--- config.mk ---
export PLATFORM = sky130hd
export DESIGN_NAME = gnss_health_event_monitor_flat
export DESIGN_NICKNAME = d
export VERILOG_FILES = /design/src/hdl/ghem_pkg.sv /design/src/hdl/ghem_if.sv /design/src/hdl/ghem_eval.sv /design/src/hdl/gnss_health_event_monitor.sv /design/src/flat_wrapper.sv
export SDC_FILE = /design/constraint.sdc
export NUM_CORES = 1
export LEC_CHECK = 0
export ABC_AREA = 1
export BUFFER_PORTS_ARGS = -buffer_cell sky130_fd_sc_hd__clkbuf_2
export CORE_UTILIZATION = 48
export CTS_CLUSTER_SIZE = 25
export DETAILED_ROUTE_END_ITERATION = 7
export PLACE_DENSITY = 0.75
export SYNTH_ARGS = -nofsm -noshare
export SYNTH_HDL_FRONTEND = slang
export SYNTH_SLANG_ARGS = --single-unit
--- constraint.sdc ---
create_clock -name clk_i -period 20.9 [get_ports clk_i]
set_input_delay 5.225 -clock clk_i [delete_from_list [all_inputs] [get_ports clk_i]]
set_output_delay 5.225 -clock clk_i [all_outputs]
set_load 0.01 [all_outputs]
--- src/hdl/ghem_pkg.sv ---
// Shared types and constants of the GNSS health event monitor.
// Holds the record, statistics and state structs and the event codes.
// No dependencies; compile first.
package ghem_pkg;

  localparam int unsigned TimeW  = 48;
  localparam int unsigned SatW   = 8;
  localparam int unsigned HdopW  = 16;
  localparam int unsigned FixW   = 3;
  localparam int unsigned SpeedW = 16;
  localparam int unsigned VelW   = 16;
  localparam int unsigned AltW   = 21;
  localparam int unsigned CntW   = 16;
  localparam int unsigned RecW   = 32;
  localparam int unsigned CodeW  = 4;
  localparam int unsigned CfgW   = 16;
  localparam int unsigned CfgIdxW = 2;

  // Up to five events per record: low-sat, warning, two from critical, fix.
  localparam int unsigned MaxEv = 5;
  localparam int unsigned EvIdxW = $clog2(MaxEv);

  typedef enum logic [CodeW-1:0] {
    EV_NONE          = 4'd0,
    EV_LOWSAT_BEGIN  = 4'd1,
    EV_LOWSAT_END    = 4'd2,
    EV_WARN_BEGIN    = 4'd3,
    EV_WARN_END      = 4'd4,
    EV_CRIT_BEGIN    = 4'd5,
    EV_CRIT_END      = 4'd6,
    EV_FIXLOSS_BEGIN = 4'd7,
    EV_FIXLOSS_END   = 4'd8
  } ev_code_e;

  typedef enum logic [CfgIdxW-1:0] {
    CFG_LOW_SAT_LIMIT   = 2'd0,
    CFG_HDOP_WARN_LEVEL = 2'd1,
    CFG_HDOP_CRIT_LEVEL = 2'd2,
    CFG_MIN_FIX_TYPE    = 2'd3
  } cfg_idx_e;

  typedef ev_code_e [MaxEv-1:0] ev_list_t;

  typedef struct packed {
    logic [SatW-1:0]  low_sat_limit;
    logic [HdopW-1:0] hdop_warn_level;
    logic [HdopW-1:0] hdop_crit_level;
    logic [FixW-1:0]  min_fix_type;
  } cfg_t;

  localparam cfg_t CfgReset = '{
    low_sat_limit:   8'd6,
    hdop_warn_level: 16'd250,
    hdop_crit_level: 16'd500,
    min_fix_type:    3'd2
  };

  typedef struct packed {
    logic                     first_of_log;
    logic [TimeW-1:0]         time_us;
    logic [SatW-1:0]          sat_count;
    logic [HdopW-1:0]         hdop;
    logic [FixW-1:0]          fix_kind;
    logic [SpeedW-1:0]        speed;
    logic signed [VelW-1:0]   vel_down;
    logic signed [AltW-1:0]   altitude;
  } rec_t;

  typedef struct packed {
    logic [CntW-1:0]        warn_total;
    logic [CntW-1:0]        crit_total;
    logic [SpeedW-1:0]      peak_speed;
    logic signed [VelW-1:0] peak_climb;
    logic signed [VelW-1:0] peak_descent;
    logic [SatW-1:0]        most_sats;
    logic [SatW-1:0]        fewest_sats;
    logic [AltW-1:0]        peak_alt_gain;
    logic [RecW-1:0]        records_seen;
  } stats_t;

  typedef struct packed {
    logic                   low_sat_active;
    logic                   hdop_warn_active;
    logic                   hdop_crit_active;
    logic                   fix_lost_active;
    logic [TimeW-1:0]       start_time;
    logic signed [AltW-1:0] base_altitude;
    stats_t                 stats;
  } state_t;

  localparam state_t StateClear = '{
    low_sat_active:   1'b0,
    hdop_warn_active: 1'b0,
    hdop_crit_active: 1'b0,
    fix_lost_active:  1'b0,
    start_time:       '0,
    base_altitude:    '0,
    stats: '{
      warn_total:    '0,
      crit_total:    '0,
      peak_speed:    '0,
      peak_climb:    '0,
      peak_descent:  '0,
      most_sats:     '0,
      fewest_sats:   8'd255,
      peak_alt_gain: '0,
      records_seen:  '0
    }
  };

endpackage

--- src/hdl/ghem_if.sv ---
// Valid/ready channel interfaces for GNSS records and monitor results.
// Depends on ghem_pkg for field widths.
interface ghem_rec_if;
  import ghem_pkg::*;
  logic                   valid;
  logic                   ready;
  logic                   first_of_log;
  logic [TimeW-1:0]       time_us;
  logic [SatW-1:0]        sat_count;
  logic [HdopW-1:0]       hdop;
  logic [FixW-1:0]        fix_kind;
  logic [SpeedW-1:0]      speed;
  logic signed [VelW-1:0] vel_down;
  logic signed [AltW-1:0] altitude;

  modport source (output valid, first_of_log, time_us, sat_count, hdop, fix_kind, speed,
                  vel_down, altitude, input ready);
  modport sink (input valid, first_of_log, time_us, sat_count, hdop, fix_kind, speed,
                vel_down, altitude, output ready);
endinterface

interface ghem_res_if;
  import ghem_pkg::*;
  logic                   valid;
  logic                   ready;
  logic [CodeW-1:0]       event_code;
  logic [TimeW-1:0]       event_time_us;
  logic                   last_of_run;
  logic [CntW-1:0]        warn_total;
  logic [CntW-1:0]        crit_total;
  logic [SpeedW-1:0]      peak_speed;
  logic signed [VelW-1:0] peak_climb;
  logic signed [VelW-1:0] peak_descent;
  logic [SatW-1:0]        most_sats;
  logic [SatW-1:0]        fewest_sats;
  logic [AltW-1:0]        peak_alt_gain;
  logic [RecW-1:0]        records_seen;

  modport source (output valid, event_code, event_time_us, last_of_run, warn_total,
                  crit_total, peak_speed, peak_climb, peak_descent, most_sats, fewest_sats,
                  peak_alt_gain, records_seen, input ready);
  modport sink (input valid, event_code, event_time_us, last_of_run, warn_total,
                crit_total, peak_speed, peak_climb, peak_descent, most_sats, fewest_sats,
                peak_alt_gain, records_seen, output ready);
endinterface

--- src/hdl/ghem_eval.sv ---
// Single-pass judgement of one record: condition latches, event list,
// counters and running extremes. Purely combinational; depends on ghem_pkg.
module ghem_eval (
  input  ghem_pkg::cfg_t                 cfg_i,
  input  ghem_pkg::state_t               state_i,
  input  ghem_pkg::rec_t                 rec_i,
  output ghem_pkg::state_t               state_o,
  output ghem_pkg::ev_list_t             ev_o,
  output logic [ghem_pkg::EvIdxW-1:0]    ev_cnt_o,
  output logic [ghem_pkg::TimeW-1:0]     elapsed_o
);
  import ghem_pkg::*;

  state_t                 cur;
  state_t                 nxt;
  ev_list_t               ev;
  logic [EvIdxW-1:0]      n;
  logic [2:0]             warn_inc;
  logic [1:0]             crit_inc;
  logic                   low_sat;
  logic                   fix_low;
  logic                   warn_band;
  logic                   crit_band;
  logic                   low_band;
  logic [CntW:0]          warn_sum;
  logic [CntW:0]          crit_sum;
  logic signed [AltW:0]   gain;

  always_comb begin
    cur = state_i;
    if (rec_i.first_of_log) begin
      cur                    = StateClear;
      cur.start_time         = rec_i.time_us;
      cur.base_altitude      = rec_i.altitude;
      cur.stats.peak_speed   = rec_i.speed;
      cur.stats.peak_climb   = rec_i.vel_down;
      cur.stats.peak_descent = rec_i.vel_down;
      cur.stats.most_sats    = rec_i.sat_count;
    end

    nxt      = cur;
    ev       = '{default: EV_NONE};
    n        = '0;
    warn_inc = '0;
    crit_inc = '0;

    low_sat   = rec_i.sat_count < cfg_i.low_sat_limit;
    fix_low   = rec_i.fix_kind < cfg_i.min_fix_type;
    warn_band = (rec_i.hdop > cfg_i.hdop_warn_level) && (rec_i.hdop < cfg_i.hdop_crit_level);
    crit_band = rec_i.hdop >= cfg_i.hdop_crit_level;
    low_band  = rec_i.hdop <= cfg_i.hdop_warn_level;

    if (low_sat && !cur.low_sat_active) begin
      ev[n] = EV_LOWSAT_BEGIN; n = n + 1'b1;
      warn_inc = warn_inc + 1'b1;
      nxt.low_sat_active = 1'b1;
    end else if (!low_sat && cur.low_sat_active) begin
      ev[n] = EV_LOWSAT_END; n = n + 1'b1;
      nxt.low_sat_active = 1'b0;
    end

    // Warning to critical drops the warning latch silently but still counts both.
    priority if (warn_band && !cur.hdop_warn_active) begin
      ev[n] = EV_WARN_BEGIN; n = n + 1'b1;
      warn_inc = warn_inc + 1'b1;
      nxt.hdop_warn_active = 1'b1;
    end else if (crit_band && cur.hdop_warn_active) begin
      warn_inc = warn_inc + 1'b1;
      crit_inc = crit_inc + 1'b1;
      nxt.hdop_warn_active = 1'b0;
    end else if (low_band && cur.hdop_warn_active) begin
      ev[n] = EV_WARN_END; n = n + 1'b1;
      nxt.hdop_warn_active = 1'b0;
    end else begin
    end

    // Leaving critical into the warning band repeats a warning begin.
    priority if (crit_band && !cur.hdop_crit_active) begin
      ev[n] = EV_CRIT_BEGIN; n = n + 1'b1;
      warn_inc = warn_inc + 1'b1;
      crit_inc = crit_inc + 1'b1;
      nxt.hdop_crit_active = 1'b1;
    end else if (warn_band && cur.hdop_crit_active) begin
      ev[n] = EV_CRIT_END; n = n + 1'b1;
      ev[n] = EV_WARN_BEGIN; n = n + 1'b1;
      warn_inc = warn_inc + 1'b1;
      nxt.hdop_crit_active = 1'b0;
      nxt.hdop_warn_active = 1'b1;
    end else if (low_band && cur.hdop_crit_active) begin
      ev[n] = EV_CRIT_END; n = n + 1'b1;
      nxt.hdop_crit_active = 1'b0;
    end else begin
    end

    if (fix_low && !cur.fix_lost_active) begin
      ev[n] = EV_FIXLOSS_BEGIN; n = n + 1'b1;
      warn_inc = warn_inc + 1'b1;
      crit_inc = crit_inc + 1'b1;
      nxt.fix_lost_active = 1'b1;
    end else if (!fix_low && cur.fix_lost_active) begin
      ev[n] = EV_FIXLOSS_END; n = n + 1'b1;
      nxt.fix_lost_active = 1'b0;
    end

    // A quiet record still yields one result.
    if (n == '0) begin
      n = EvIdxW'(1);
    end

    // Repeated saturating bumps equal one clamped add.
    warn_sum = {1'b0, cur.stats.warn_total} + {{(CntW-2){1'b0}}, warn_inc};
    crit_sum = {1'b0, cur.stats.crit_total} + {{(CntW-1){1'b0}}, crit_inc};
    nxt.stats.warn_total = warn_sum[CntW] ? '1 : warn_sum[CntW-1:0];
    nxt.stats.crit_total = crit_sum[CntW] ? '1 : crit_sum[CntW-1:0];

    if (rec_i.speed > cur.stats.peak_speed)     nxt.stats.peak_speed   = rec_i.speed;
    if (rec_i.vel_down < cur.stats.peak_climb)  nxt.stats.peak_climb   = rec_i.vel_down;
    if (rec_i.vel_down > cur.stats.peak_descent) nxt.stats.peak_descent = rec_i.vel_down;
    if (rec_i.sat_count > cur.stats.most_sats)  nxt.stats.most_sats    = rec_i.sat_count;
    if (rec_i.sat_count < cur.stats.fewest_sats) nxt.stats.fewest_sats = rec_i.sat_count;

    gain = {rec_i.altitude[AltW-1], rec_i.altitude}
         - {cur.base_altitude[AltW-1], cur.base_altitude};
    if (!gain[AltW] && (gain != '0) && (gain[AltW-1:0] > cur.stats.peak_alt_gain)) begin
      nxt.stats.peak_alt_gain = gain[AltW-1:0];
    end

    if (cur.stats.records_seen != '1) begin
      nxt.stats.records_seen = cur.stats.records_seen + 1'b1;
    end
  end

  assign state_o   = nxt;
  assign ev_o      = ev;
  assign ev_cnt_o  = n;
  assign elapsed_o = rec_i.time_us - cur.start_time;

endmodule

--- src/hdl/gnss_health_event_monitor.sv ---
// Top level of the GNSS health event monitor: configuration registers,
// record register, state and result buffer. Depends on ghem_pkg, ghem_if, ghem_eval.
//
// Usage:
//   rec_i takes one GNSS record per transaction; res_o gives one to five
//   results per record, the last marked by last_of_run. Every result of a
//   record carries the same elapsed time and statistics as they stand after
//   that record; event_code differs. A record that raises nothing yields one
//   result with event code none.
//   Order: an accepted record waits in the record register, then moves into
//   the result buffer, which presents its results on res_o.
//   Throughput: the result buffer drains one result per cycle on res_o while
//   res_o.ready is high, and takes the next record as its last result goes. The
//   record register takes the next record while the buffer drains, and the
//   evaluation is one registered pass.
//   Stall: a stalled res_o holds the current result; the record register
//   then fills and rec_i.ready falls until the buffer moves on.
//   Reset: thresholds return to 6, 250, 500 and 2, latches and statistics
//   clear, fewest_sats returns to 255; no clearing pass is needed.
//   Configuration: cfg_we_i writes cfg_wdata_i into the register at
//   cfg_idx_i; write only while the block is idle.
module gnss_health_event_monitor (
  input  logic                           clk_i,
  input  logic                           rst_ni,
  input  logic                           cfg_we_i,
  input  logic [ghem_pkg::CfgIdxW-1:0]   cfg_idx_i,
  input  logic [ghem_pkg::CfgW-1:0]      cfg_wdata_i,
  ghem_rec_if.sink                       rec_i,
  ghem_res_if.source                     res_o
);
  import ghem_pkg::*;

  cfg_t               cfg_q;
  state_t             state_q;
  state_t             state_d;
  rec_t               rec_q;
  logic               rec_vld_q;
  ev_list_t           ev_q;
  ev_list_t           ev_d;
  logic [EvIdxW-1:0]  cnt_q;
  logic [EvIdxW-1:0]  cnt_d;
  logic [EvIdxW-1:0]  idx_q;
  logic [TimeW-1:0]   elapsed_q;
  logic [TimeW-1:0]   elapsed_d;
  stats_t             stats_q;
  logic               res_vld_q;
  logic               in_fire;
  logic               out_fire;
  logic               last;
  logic               res_free;
  logic               move;

  always_ff @(posedge clk_i or negedge rst_ni) begin
    if (!rst_ni) begin
      cfg_q <= CfgReset;
    end else if (cfg_we_i) begin
      unique case (cfg_idx_e'(cfg_idx_i))
        CFG_LOW_SAT_LIMIT:   cfg_q.low_sat_limit   <= cfg_wdata_i[SatW-1:0];
        CFG_HDOP_WARN_LEVEL: cfg_q.hdop_warn_level <= cfg_wdata_i[HdopW-1:0];
        CFG_HDOP_CRIT_LEVEL: cfg_q.hdop_crit_level <= cfg_wdata_i[HdopW-1:0];
        CFG_MIN_FIX_TYPE:    cfg_q.min_fix_type    <= cfg_wdata_i[FixW-1:0];
        default:             cfg_q <= cfg_q;
      endcase
    end
  end

  assign in_fire  = rec_i.valid && rec_i.ready;
  assign out_fire = res_vld_q && res_o.ready;
  assign last     = (idx_q == cnt_q - 1'b1);
  assign res_free = !res_vld_q || (out_fire && last);
  assign move     = rec_vld_q && res_free;

  assign rec_i.ready = !rec_vld_q || move;

  ghem_eval u_eval (
    .cfg_i     (cfg_q),
    .state_i   (state_q),
    .rec_i     (rec_q),
    .state_o   (state_d),
    .ev_o      (ev_d),
    .ev_cnt_o  (cnt_d),
    .elapsed_o (elapsed_d)
  );

  // Record register: hold until the result buffer frees up.
  always_ff @(posedge clk_i or negedge rst_ni) begin
    if (!rst_ni) begin
      rec_vld_q <= 1'b0;
    end else if (in_fire) begin
      rec_vld_q <= 1'b1;
    end else if (move) begin
      rec_vld_q <= 1'b0;
    end
  end

  always_ff @(posedge clk_i) begin
    if (in_fire) begin
      rec_q <= '{
        first_of_log: rec_i.first_of_log,
        time_us:      rec_i.time_us,
        sat_count:    rec_i.sat_count,
        hdop:         rec_i.hdop,
        fix_kind:     rec_i.fix_kind,
        speed:        rec_i.speed,
        vel_down:     rec_i.vel_down,
        altitude:     rec_i.altitude
      };
    end
  end

  // Advance the monitor state as a record enters the result buffer.
  always_ff @(posedge clk_i or negedge rst_ni) begin
    if (!rst_ni) begin
      state_q   <= StateClear;
      res_vld_q <= 1'b0;
      idx_q     <= '0;
    end else if (move) begin
      state_q   <= state_d;
      res_vld_q <= 1'b1;
      idx_q     <= '0;
    end else if (out_fire && last) begin
      res_vld_q <= 1'b0;
    end else if (out_fire) begin
      idx_q <= idx_q + 1'b1;
    end
  end

  always_ff @(posedge clk_i) begin
    if (move) begin
      ev_q      <= ev_d;
      cnt_q     <= cnt_d;
      elapsed_q <= elapsed_d;
      stats_q   <= state_d.stats;
    end
  end

  assign res_o.valid         = res_vld_q;
  assign res_o.event_code    = ev_q[idx_q];
  assign res_o.event_time_us = elapsed_q;
  assign res_o.last_of_run   = last;
  assign res_o.warn_total    = stats_q.warn_total;
  assign res_o.crit_total    = stats_q.crit_total;
  assign res_o.peak_speed    = stats_q.peak_speed;
  assign res_o.peak_climb    = stats_q.peak_climb;
  assign res_o.peak_descent  = stats_q.peak_descent;
  assign res_o.most_sats     = stats_q.most_sats;
  assign res_o.fewest_sats   = stats_q.fewest_sats;
  assign res_o.peak_alt_gain = stats_q.peak_alt_gain;
  assign res_o.records_seen  = stats_q.records_seen;

endmodule

--- src/flat_wrapper.sv ---
// flat-port wrapper written by rule: the top's interface ports become plain ports
module gnss_health_event_monitor_flat import ghem_pkg::*;
  (clk_i, rst_ni, cfg_we_i, cfg_idx_i, cfg_wdata_i, rec_i_valid, rec_i_first_of_log, rec_i_time_us, rec_i_sat_count, rec_i_hdop, rec_i_fix_kind, rec_i_speed, rec_i_vel_down, rec_i_altitude, rec_i_ready, res_o_valid, res_o_event_code, res_o_event_time_us, res_o_last_of_run, res_o_warn_total, res_o_crit_total, res_o_peak_speed, res_o_peak_climb, res_o_peak_descent, res_o_most_sats, res_o_fewest_sats, res_o_peak_alt_gain, res_o_records_seen, res_o_ready);
  ghem_rec_if rec_i_i ();
  ghem_res_if res_o_i ();
  input  logic clk_i;
  input  logic rst_ni;
  input  logic cfg_we_i;
  input  logic [ghem_pkg::CfgIdxW-1:0] cfg_idx_i;
  input  logic [ghem_pkg::CfgW-1:0] cfg_wdata_i;
  input wire logic [$bits(rec_i_i.valid)-1:0] rec_i_valid;
  input wire logic [$bits(rec_i_i.first_of_log)-1:0] rec_i_first_of_log;
  input wire logic [$bits(rec_i_i.time_us)-1:0] rec_i_time_us;
  input wire logic [$bits(rec_i_i.sat_count)-1:0] rec_i_sat_count;
  input wire logic [$bits(rec_i_i.hdop)-1:0] rec_i_hdop;
  input wire logic [$bits(rec_i_i.fix_kind)-1:0] rec_i_fix_kind;
  input wire logic [$bits(rec_i_i.speed)-1:0] rec_i_speed;
  input wire logic [$bits(rec_i_i.vel_down)-1:0] rec_i_vel_down;
  input wire logic [$bits(rec_i_i.altitude)-1:0] rec_i_altitude;
  output wire logic [$bits(rec_i_i.ready)-1:0] rec_i_ready;
  output wire logic [$bits(res_o_i.valid)-1:0] res_o_valid;
  output wire logic [$bits(res_o_i.event_code)-1:0] res_o_event_code;
  output wire logic [$bits(res_o_i.event_time_us)-1:0] res_o_event_time_us;
  output wire logic [$bits(res_o_i.last_of_run)-1:0] res_o_last_of_run;
  output wire logic [$bits(res_o_i.warn_total)-1:0] res_o_warn_total;
  output wire logic [$bits(res_o_i.crit_total)-1:0] res_o_crit_total;
  output wire logic [$bits(res_o_i.peak_speed)-1:0] res_o_peak_speed;
  output wire logic [$bits(res_o_i.peak_climb)-1:0] res_o_peak_climb;
  output wire logic [$bits(res_o_i.peak_descent)-1:0] res_o_peak_descent;
  output wire logic [$bits(res_o_i.most_sats)-1:0] res_o_most_sats;
  output wire logic [$bits(res_o_i.fewest_sats)-1:0] res_o_fewest_sats;
  output wire logic [$bits(res_o_i.peak_alt_gain)-1:0] res_o_peak_alt_gain;
  output wire logic [$bits(res_o_i.records_seen)-1:0] res_o_records_seen;
  input wire logic [$bits(res_o_i.ready)-1:0] res_o_ready;
  assign rec_i_i.valid = rec_i_valid;
  assign rec_i_i.first_of_log = rec_i_first_of_log;
  assign rec_i_i.time_us = rec_i_time_us;
  assign rec_i_i.sat_count = rec_i_sat_count;
  assign rec_i_i.hdop = rec_i_hdop;
  assign rec_i_i.fix_kind = rec_i_fix_kind;
  assign rec_i_i.speed = rec_i_speed;
  assign rec_i_i.vel_down = rec_i_vel_down;
  assign rec_i_i.altitude = rec_i_altitude;
  assign rec_i_ready = rec_i_i.ready;
  assign res_o_valid = res_o_i.valid;
  assign res_o_event_code = res_o_i.event_code;
  assign res_o_event_time_us = res_o_i.event_time_us;
  assign res_o_last_of_run = res_o_i.last_of_run;
  assign res_o_warn_total = res_o_i.warn_total;
  assign res_o_crit_total = res_o_i.crit_total;
  assign res_o_peak_speed = res_o_i.peak_speed;
  assign res_o_peak_climb = res_o_i.peak_climb;
  assign res_o_peak_descent = res_o_i.peak_descent;
  assign res_o_most_sats = res_o_i.most_sats;
  assign res_o_fewest_sats = res_o_i.fewest_sats;
  assign res_o_peak_alt_gain = res_o_i.peak_alt_gain;
  assign res_o_records_seen = res_o_i.records_seen;
  assign res_o_i.ready = res_o_ready;
  gnss_health_event_monitor u_core (.clk_i(clk_i), .rst_ni(rst_ni), .cfg_we_i(cfg_we_i), .cfg_idx_i(cfg_idx_i), .cfg_wdata_i(cfg_wdata_i), .rec_i(rec_i_i), .res_o(res_o_i));
endmodule
==> results.md, run 1 <==
- The run finished with clean final reports.
- The die is 269 µm tall.
- Measured along the x axis, the die boundary spans 269 µm.
- For the pin with the worst max-slew slack, the measured transition is 1.12 ns.
- After routing, the total negative slack on setup checks comes to 0 ns.
- Entering global routing, the biggest net connects 190 pins.
- The worst setup path is of the input pin to primary output kind.
- Global routing used 23.9% of the available tracks.
- The later-pin clock latency in the skew report is 0.60 ns.
- The weighted congestion reported at the end of routability-driven placement is 0.992.
- The worst clock skew on the final layout is 0.0187 ns.
- The share of total power dissipated in the clock network is 20.2%.
- The largest driver fanout on the critical path is 3.
- The data required time of the critical path is 15.67 ns.
- The largest voltage drop on the vdd net is 0.000151 V.
- The critical hold path startpoint is u_core.state_q[56]$_DFFE_PN1P_.
- Of the available clock period, the critical path in the final layout requires 53.5%.
- Relative to the synthesized area, the layout overhead comes to 14.4%.
- The summed instance area of the synthesized netlist is 0.0342 mm².
- The number of nets handed over by synthesis was 4,166.
- Sequential cells burn 32.6% of the power.
- The launching element type of the critical path is an input pin.
- Clock-pin slew was measured on the worst setup and hold paths at 0.05 ns.
- Across the run, the number of max-cap violations was 0.
- The count of final hold-check violations is 0.
- The buffer cell driving the clock tree root is sky130_fd_sc_hd__clkbuf_16.
- Measured on the finished design, the core utilization comes to 55.7%.
- The number of cells upsized or downsized after cts is 0.
- The maximum level of the CTS H-tree is 3.
- The synthesized design spends more area on one cell type than any other, namely sky130_fd_sc_hd__edfxtp_1.
- The total area inside the core boundary comes to 0.0703 mm².
- The power share of the combinational group is 47.2%.
- The routed layout has 27,000 vias.
- The reg-to-reg endpoint is u_core.state_q[133]$_DFFE_PN0P_.
- Measured in cells, the most critical reg-to-reg path has a length of 26.
- The clock net in this run drives a total of 618 sinks.
- Hold repair after CTS inserted 0 buffers.
- By area the synthesized netlist is led by sky130_fd_sc_hd__edfxtp_1 31%, sky130_fd_sc_hd__dfrtp_1 18%, sky130_fd_sc_hd__nand2_1 11%.
- The first detailed-routing pass took 8 iterations.
- The worst register-to-register path begins at u_core.rec_q[73]$_DFFE_PP_.
- The initial DRC count is 2,081.
- The sequential cell area fraction in the yosys report is 50.4%.
- At the worst endpoint, the arrival time is 5.96 ns.
- After technology mapping, the gate count stands at 3,790.
- TritonCTS built the clock tree.
- The total wire length after detailed routing is 87,400 µm.
- Yosys printed 0 warnings.
- The first global-routing pass estimated 135,000 µm of wire.
- The distinct cell type count of the synthesized netlist is 65.
- Post-CTS timing repair inserted 0 buffers for setup.
- In this run the tool buffered the top-level ports with 355 buffer cells.
- The filler cell count is 6,205.
- The number of CTS-inserted buffers is 71.
- Once detail routing completed, the nets flagged for antenna violations numbered 0.
- The number of ports placed on the die boundary is 356.
- Dividing the synthesized area by the synthesized cell count gives 9.03 µm².
- The final net count is 4,500.
- After floorplanning, the core was divided into 97 placement rows.
- The worst hold path was traced through 2 stages.
- The total net switching power is 2.67 mW.
- The starting density of the core is 48.7%.
- The number of remaining DRC errors is 0.
- The full die area is 0.0724 mm².
- After detailed routing, the number of vias per cell comes to 5.28.
- Cells with a size suffix above 1 make up 14.4% of the layout.
- Net switching is 42.9% of the power.
- The worst hold endpoint is u_core.state_q[56]$_DFFE_PN1P_.
- The worst slew margin relative to its limit is 24.9%.
- The placed wire-length estimate after detailed placement is 62,600 µm.
- The type of the most critical hold path is flop to flop.
- Setup violations remaining at the end of the flow were counted as 0.
- The internal power is 3.55 mW.
- The initial antenna violation count is 6.
- The number of global-route vias before repair is 25,400.
- The shortest period the worst path allows is 11.18 ns.
- Summed over all layers, the global routing overflow is 0.
- The sort of element at the end of the critical path is a primary output.
- The number of pins with negative max-slew slack in the final report is 0.
- The maximum clock frequency is 89.4 MHz.
- The synthesized design contains 618 register bits.
- Of the post-synthesis cell area, the dominant cell type holds 30.5%.
- In this run the static leakage power is 18.2 nW.
- The clock passes through at most 3 buffers.
- The detail-routed net length per standard cell is 17.0 µm.
- The critical path starts at res_o_ready.
- The reg2reg setup slack is 14.34 ns.
- Setup repair after global routing left no endpoint under its margin.
- In this run the power density over the cells is 159 mW/mm².
## per-layer routing
layer	up-vias	GRT usage (%)	share of wire (%)
met3	157	3.58	6.0
met5	-	0	0
met2	835	37.5	46
met1	12600	33.0	45
met4	0	9.87	3.3
li1	13400	-	-
## registers in the layout, indices dropped and copies added (netlist names)
| name | flops |
|---|---|
| u_core.res_o.peak_speed | 16 |
| u_core.res_o.peak_climb | 16 |
| u_core.idx_q | 3 |
| u_core.res_o.peak_descent | 16 |
| u_core.ev_q | 19 |
| u_core.res_o.most_sats | 8 |
| u_core.res_o.records_seen | 32 |
| u_core.res_o.warn_total | 16 |
| u_core.res_o.event_time_us | 48 |
| u_core.rec_q | 129 |
| u_core.cnt_q | 3 |
| u_core.state_q | 222 |
| u_core.res_o.fewest_sats | 8 |
| u_core.cfg_q | 43 |
| u_core.res_o.crit_total | 16 |
| u_core.rec_vld_q | 1 |
| u_core.res_o.peak_alt_gain | 21 |
| u_core.res_o.valid | 1 |
## cell usage after synthesis, drive strengths merged
| cell | number |
|---|---|
| a211oi | 1 |
| a21boi | 3 |
| a21o | 13 |
| a21oi | 199 |
| a221o | 2 |
| a221oi | 3 |
| a22oi | 1 |
| a31oi | 23 |
| a32o | 2 |
| and2 | 39 |
| and3 | 3 |
| buf | 59 |
| clkbuf | 51 |
| clkinv | 1 |
| dfrtp | 247 |
| dfstp | 23 |
| edfxtp | 348 |
| fa | 4 |
| ha | 220 |
| inv | 454 |
| mux2i | 71 |
| nand2 | 1009 |
| nand3 | 162 |
| nand3b | 7 |
| nand4 | 64 |
| nor2 | 241 |
| nor3 | 42 |
| nor4 | 15 |
| nor4b | 2 |
| o2111ai | 3 |
| o211ai | 15 |
| o21a | 37 |
| o21ai | 309 |
| o21bai | 6 |
| o221ai | 4 |
| o22ai | 3 |
| o311ai | 1 |
| o31ai | 3 |
| or2 | 14 |
| xnor2 | 27 |
| xor2 | 59 |
## placed cells by master, fill, tap and decap left out, drive strengths merged, types with 13 or more instances in the layout
| cell type | synthesis | routed |
|---|---|---|
| dfstp | 23 | 23 |
| o21ai | 309 | 309 |
| nor2 | 241 | 241 |
| inv | 454 | 460 |
| nand2 | 1009 | 1009 |
| ha | 220 | 220 |
| mux2i | 71 | 71 |
| xor2 | 59 | 59 |
| edfxtp | 348 | 348 |
| o211ai | 15 | 15 |
| nand3 | 162 | 162 |
| nor3 | 42 | 42 |
| o21a | 37 | 37 |
| clkinv | 1 | 19 |
| a21o | 13 | 13 |
| a21oi | 199 | 199 |
| nand4 | 64 | 64 |
| clkbuf | 51 | 446 |
| a31oi | 23 | 23 |
| buf | 59 | 17 |
| and2 | 39 | 39 |
| or2 | 14 | 14 |
| nor4 | 15 | 15 |
| dfrtp | 247 | 247 |
| xnor2 | 27 | 27 |
## final cells by class
| class | count | area, µm² | area share (%) |
|---|---|---|---|
| inverters | 455 | 1720 | 4.39 |
| flip-flops and latches | 618 | 17200 | 44.0 |
| repair buffers | 371 | 1920 | 4.90 |
| diodes | 5 | 12.5 | 0.0320 |
| clock inverters | 38 | 362 | 0.924 |
| multi-input cells | 2607 | 14700 | 37.6 |
| well taps | 940 | 1180 | 3.01 |
| clock buffers | 92 | 1990 | 5.08 |
## worst max-delay path by stage
stage | to | slack (ns) | cells after the start
6_report | rec_i_ready | 9.72 | 6
4_1_cts | rec_i_ready | 9.71 | 6
3_3_place_gp | rec_i_ready | 9.69 | 6
5_1_grt | rec_i_ready | 9.61 | 6
2_1_floorplan | u_core.cnt_q[0]$_SDFFCE_PN1P_ | 8.16 | 6
3_5_place_dp | rec_i_ready | 9.71 | 6
## cells by family (layout without fill, tap and decap cells)
| family | count (synthesis) | in the layout | synth area share [%] |
|---|---|---|---|
| buf+inv | 565 | 956 | 6.60 |
| other cells | 0 | 5 | 0 |
| compound gates | 628 | 628 | 10.1 |
| mux | 71 | 71 | 2.08 |
| flops | 618 | 618 | 50.4 |
| fa+ha+maj | 224 | 224 | 8.28 |
| xor+xnor | 86 | 86 | 2.20 |
| simple gates | 1598 | 1598 | 20.4 |
## power groups by stage
stage	logic, mW	registers, mW	clock network [mW]
after floorplan	2.07	2.07	0
after CTS	2.92	2.03	1.28
final	2.93	2.03	1.25
after detailed placement	2.89	2.04	0
after global placement	2.84	2.04	0
after global routing	3.30	2.06	1.33
## worst max-delay path, stage by stage
cell and delay [ns]:
sky130_fd_sc_hd__clkbuf_2 0.08, sky130_fd_sc_hd__inv_1 0.07, sky130_fd_sc_hd__nor3_1 0.06, sky130_fd_sc_hd__nor2_1 0.23
sky130_fd_sc_hd__nand2_1 0.13, sky130_fd_sc_hd__clkbuf_2 0.15
## per-stage QoR
step	worst slack, ns	power, mW	area (µm²)	hold slack (ns)	std cells
2_1_floorplan	8.16	4.14	34200	0.444	3790
3_3_place_gp	9.69	4.88	36800	0.454	4991
3_5_place_dp	9.71	4.93	36800	0.456	4991
4_1_cts	9.71	6.23	39100	0.466	5121
5_1_grt	9.61	6.70	39100	0.486	5125
6_report	9.72	6.22	39100	0.466	5126
Power figures use the tool's default switching activity.
==> run 2: changes to the inputs <==
==> constraint.sdc (replaced) <==
create_clock -name clk_i -period 11.63 [get_ports clk_i]
set_input_delay 2.9075 -clock clk_i [delete_from_list [all_inputs] [get_ports clk_i]]
set_output_delay 2.9075 -clock clk_i [all_outputs]
set_load 0.01 [all_outputs]
==> results.md, run 2 (same netlist as run 1, synthesis figures left out) <==
- After detailed routing, the number of vias per cell comes to 5.30.
- OpenSTA, run right after detailed placement, puts the worst setup slack at 5.08 ns.
- The multi-input combinational cells in the finished layout cover a total of 0.0147 mm².
- The weighted congestion reported at the end of routability-driven placement is 0.983.
- In the final layout, the share of cells above drive strength 1 is 14.4%.
- The worst hold path begins at u_core.state_q[57]$_DFFE_PN1P_.
- Summing over every cut layer, the via total after detailed routing is 27,200.
- TritonCTS created 71 clock buffers.
- The type of the most critical hold path is flop to flop.
- The buffer levels on the longest clock path is 3.
- The total net switching power is 4.78 mW.
- The filler cell count is 6,188.
- In the final routing, the length of wire on met1 measures 39,000 µm.
- STA puts the critical path data arrival time at 3.64 ns.
- Dividing the detail-routed wire length by the instance count gives 17.3 µm.
- The register with the most flip-flops in the layout has 222 of them.
- The number of max-capacitance violations reported is 0.
- The number of clock sinks is 618.
- The floorplan step set the die width to 269 µm.
- The core region is 0.0703 mm².
- The data required time of the critical path is 8.72 ns.
- The shortest period the worst path allows is 6.55 ns.
- Clock-pin slew was measured on the worst setup and hold paths at 0.06 ns.
- The start point of the critical path is res_o_ready.
- STA classifies the critical path endpoint as a primary output.
- The internal power of the cells totals 6.54 mW.
- The count of buffers inserted at the top-level ports is 355.
- The final worst slack is 5.08 ns.
- Summed over all cells, the static leakage comes to 18.3 nW.
- The die is 269 µm tall.
- In this run the tightest slew margin relative to its limit is 21.1%.
- The first routing iteration left 2,378 violations.
- Between clock sinks in the finished design, the worst skew comes to 0.0190 ns.
- In this run the worst path has a maximum fanout of 3.
- The initial utilization of the core area, before any placement, comes to 48.7%.
- From synthesis to final layout, the design area changed by 14.9%.
- The initial antenna violation count is 2.
- The number of cells upsized or downsized after cts is 0.
- The setup check on the worst reg-to-reg path leaves a slack of 5.25 ns.
- The final critical path takes up 56.3% of the cycle.
- For the pin with the worst max-slew slack, the measured transition is 1.18 ns.
- The H-tree was split into 3 levels.
- Summed over all failing endpoints, the final setup total negative slack is 0 ns.
- The worst setup path category is input pin to primary output.
- After detailed routing, the number of remaining DRC violations is 0.
- The area used by sequential logic in the layout is 0.0172 mm².
- The detail route stage leaves a number of antenna-violating nets equal to 0.
- For this run, the detailed router's first-pass iteration total came to 6.
- The routed design uses 40,500 µm of met2 wire.
- Leaving out fill and tap cells, the most frequent cell in the layout is sky130_fd_sc_hd__nand2_1.
- In this run the post-CTS setup repair buffer count came out at 0.
- The run finished with clean final reports.
- The sequential group share of total power is 32.3%.
- Counting flops per register, the top entry is u_core.state_q.
- Buffers inserted to repair hold after CTS numbered 0.
- Combinational cells account for 46.6% of the total power.
- The floorplan step defined a die boundary enclosing 0.0724 mm².
- Setup repair after global routing left no endpoint under its margin.
- After detailed routing, the met3 layer carries 5750 µm of wire.
- The switching part of the total is 42.2%.
- The clock network is responsible for 21.2% of the overall power.
- The number of ports placed on the die boundary is 356.
- The library cells used most frequently in the layout, excluding fill and tap cells, are 991 x sky130_fd_sc_hd__nand2_1, 447 x sky130_fd_sc_hd__inv_1, 354 x sky130_fd_sc_hd__clkbuf_2.
- The number of cell rows is 97.
- Summed over all layers, the routed wires come to 88,400 µm.
- The highest layer used for signal routing is met5.
- In this run the clock root is driven by a sky130_fd_sc_hd__clkbuf_16.
- Setup violations remaining at the end of the flow were counted as 0.
- Across every metal layer, demand over resource in global routing totals 24.3%.
- The number of global-route vias before repair was 25,500.
- In the final design database the tool counted 4,502 nets.
- The pin count of the biggest net entering global routing is 163.
- TritonCTS built the clock tree.
- In this run the critical register-to-register path is launched from u_core.cfg_q[36]$_DFFE_PN1P_.
- The power density of the placed cells is 288 mW/mm².
- The wire length of the first global-routing pass is 137,000 µm.
- The count of final hold-check violations is 0.
- The worst setup path is launched from an input pin.
- Based on the critical path, the design can be clocked at up to 153 MHz.
- The later-pin clock latency in the skew report is 0.61 ns.
- The number of pins with negative max-slew slack in the final report is 0.
- Summed over all layers, the global routing overflow is 0.
- After legalization and detailed placement, the total HPWL measured 63,900 µm.
- The worst-case IR drop observed on VDD is 0.000208 V.
==> run 2: cell count changes in the layout (fill, tap and decap cells not counted), sizes merged <==
cell	before	now
bufinv	5	12
clkinvlp	9	4
diode	5	1
clkinv	19	22
inv	460	457
buf	17	19
clkbuf	446	445
==> run 2: area by class of cell <==
type	count	share of cell area, %
Sequential cell	618	43.9
Multi-Input combinational cell	2607	37.5
Clock buffer	91	5.03
Timing Repair Buffer	373	4.92
Inverter	455	4.37
Tap cell	940	2.99
Clock inverter	40	1.36
Antenna cell	1	0.00637
==> run 2: critical path, stage by stage <==
cell                       delay (ns)
sky130_fd_sc_hd__clkbuf_2        0.08
sky130_fd_sc_hd__inv_1           0.07
sky130_fd_sc_hd__nor3_1          0.06
sky130_fd_sc_hd__nor2_1          0.23
sky130_fd_sc_hd__nand2_1         0.15
sky130_fd_sc_hd__clkbuf_2        0.15
==> run 2: stage by stage <==
step                instance area (µm²)  total power [mW]  util, %  cells  hold slack, ns
finish                            39300              11.3     55.9   5125           0.468
global route                      39300              12.2     55.9   5124           0.486
CTS                               39300              11.3     55.9   5124           0.470
detailed placement                36800              8.87     52.4   4993           0.460
global placement                  36800              8.75     52.4   4993           0.456
floorplan                         34200              7.45        -   3790           0.444
==> run 2: final timing paths <==
| path | cells past startpoint | endpoint |
|---|---|---|
| max | 6 | rec_i_ready |
| min | 2 | u_core.state_q[57]$_DFFE_PN1P_ |
| max reg2reg | 27 | u_core.state_q[133]$_DFFE_PN0P_ |
| min reg2reg | 2 | u_core.state_q[57]$_DFFE_PN1P_ |
| max in group asynchronous | 3 | u_core.state_q[221]$_DFFE_PN0P_ |
| min in group asynchronous | 1 | u_core.state_q[212]$_DFFE_PN0P_ |
==> run 2: per-layer routing <==
| metal | track usage, % | vias up |
|---|---|---|
| li1 | - | 13400 |
| met1 | 33.3 | 12700 |
| met2 | 38.8 | 889 |
| met3 | 4.09 | 184 |
| met4 | 8.57 | 4 |
| met5 | 0 | - |
==> run 2: power by group through the flow <==
stage	combinational [mW]	clock, mW	sequential [mW]
6_report	5.27	2.40	3.65
4_1_cts	5.23	2.46	3.65
3_3_place_gp	5.08	0	3.66
2_1_floorplan	3.72	0	3.72
5_1_grt	5.93	2.53	3.72
3_5_place_dp	5.20	0	3.67
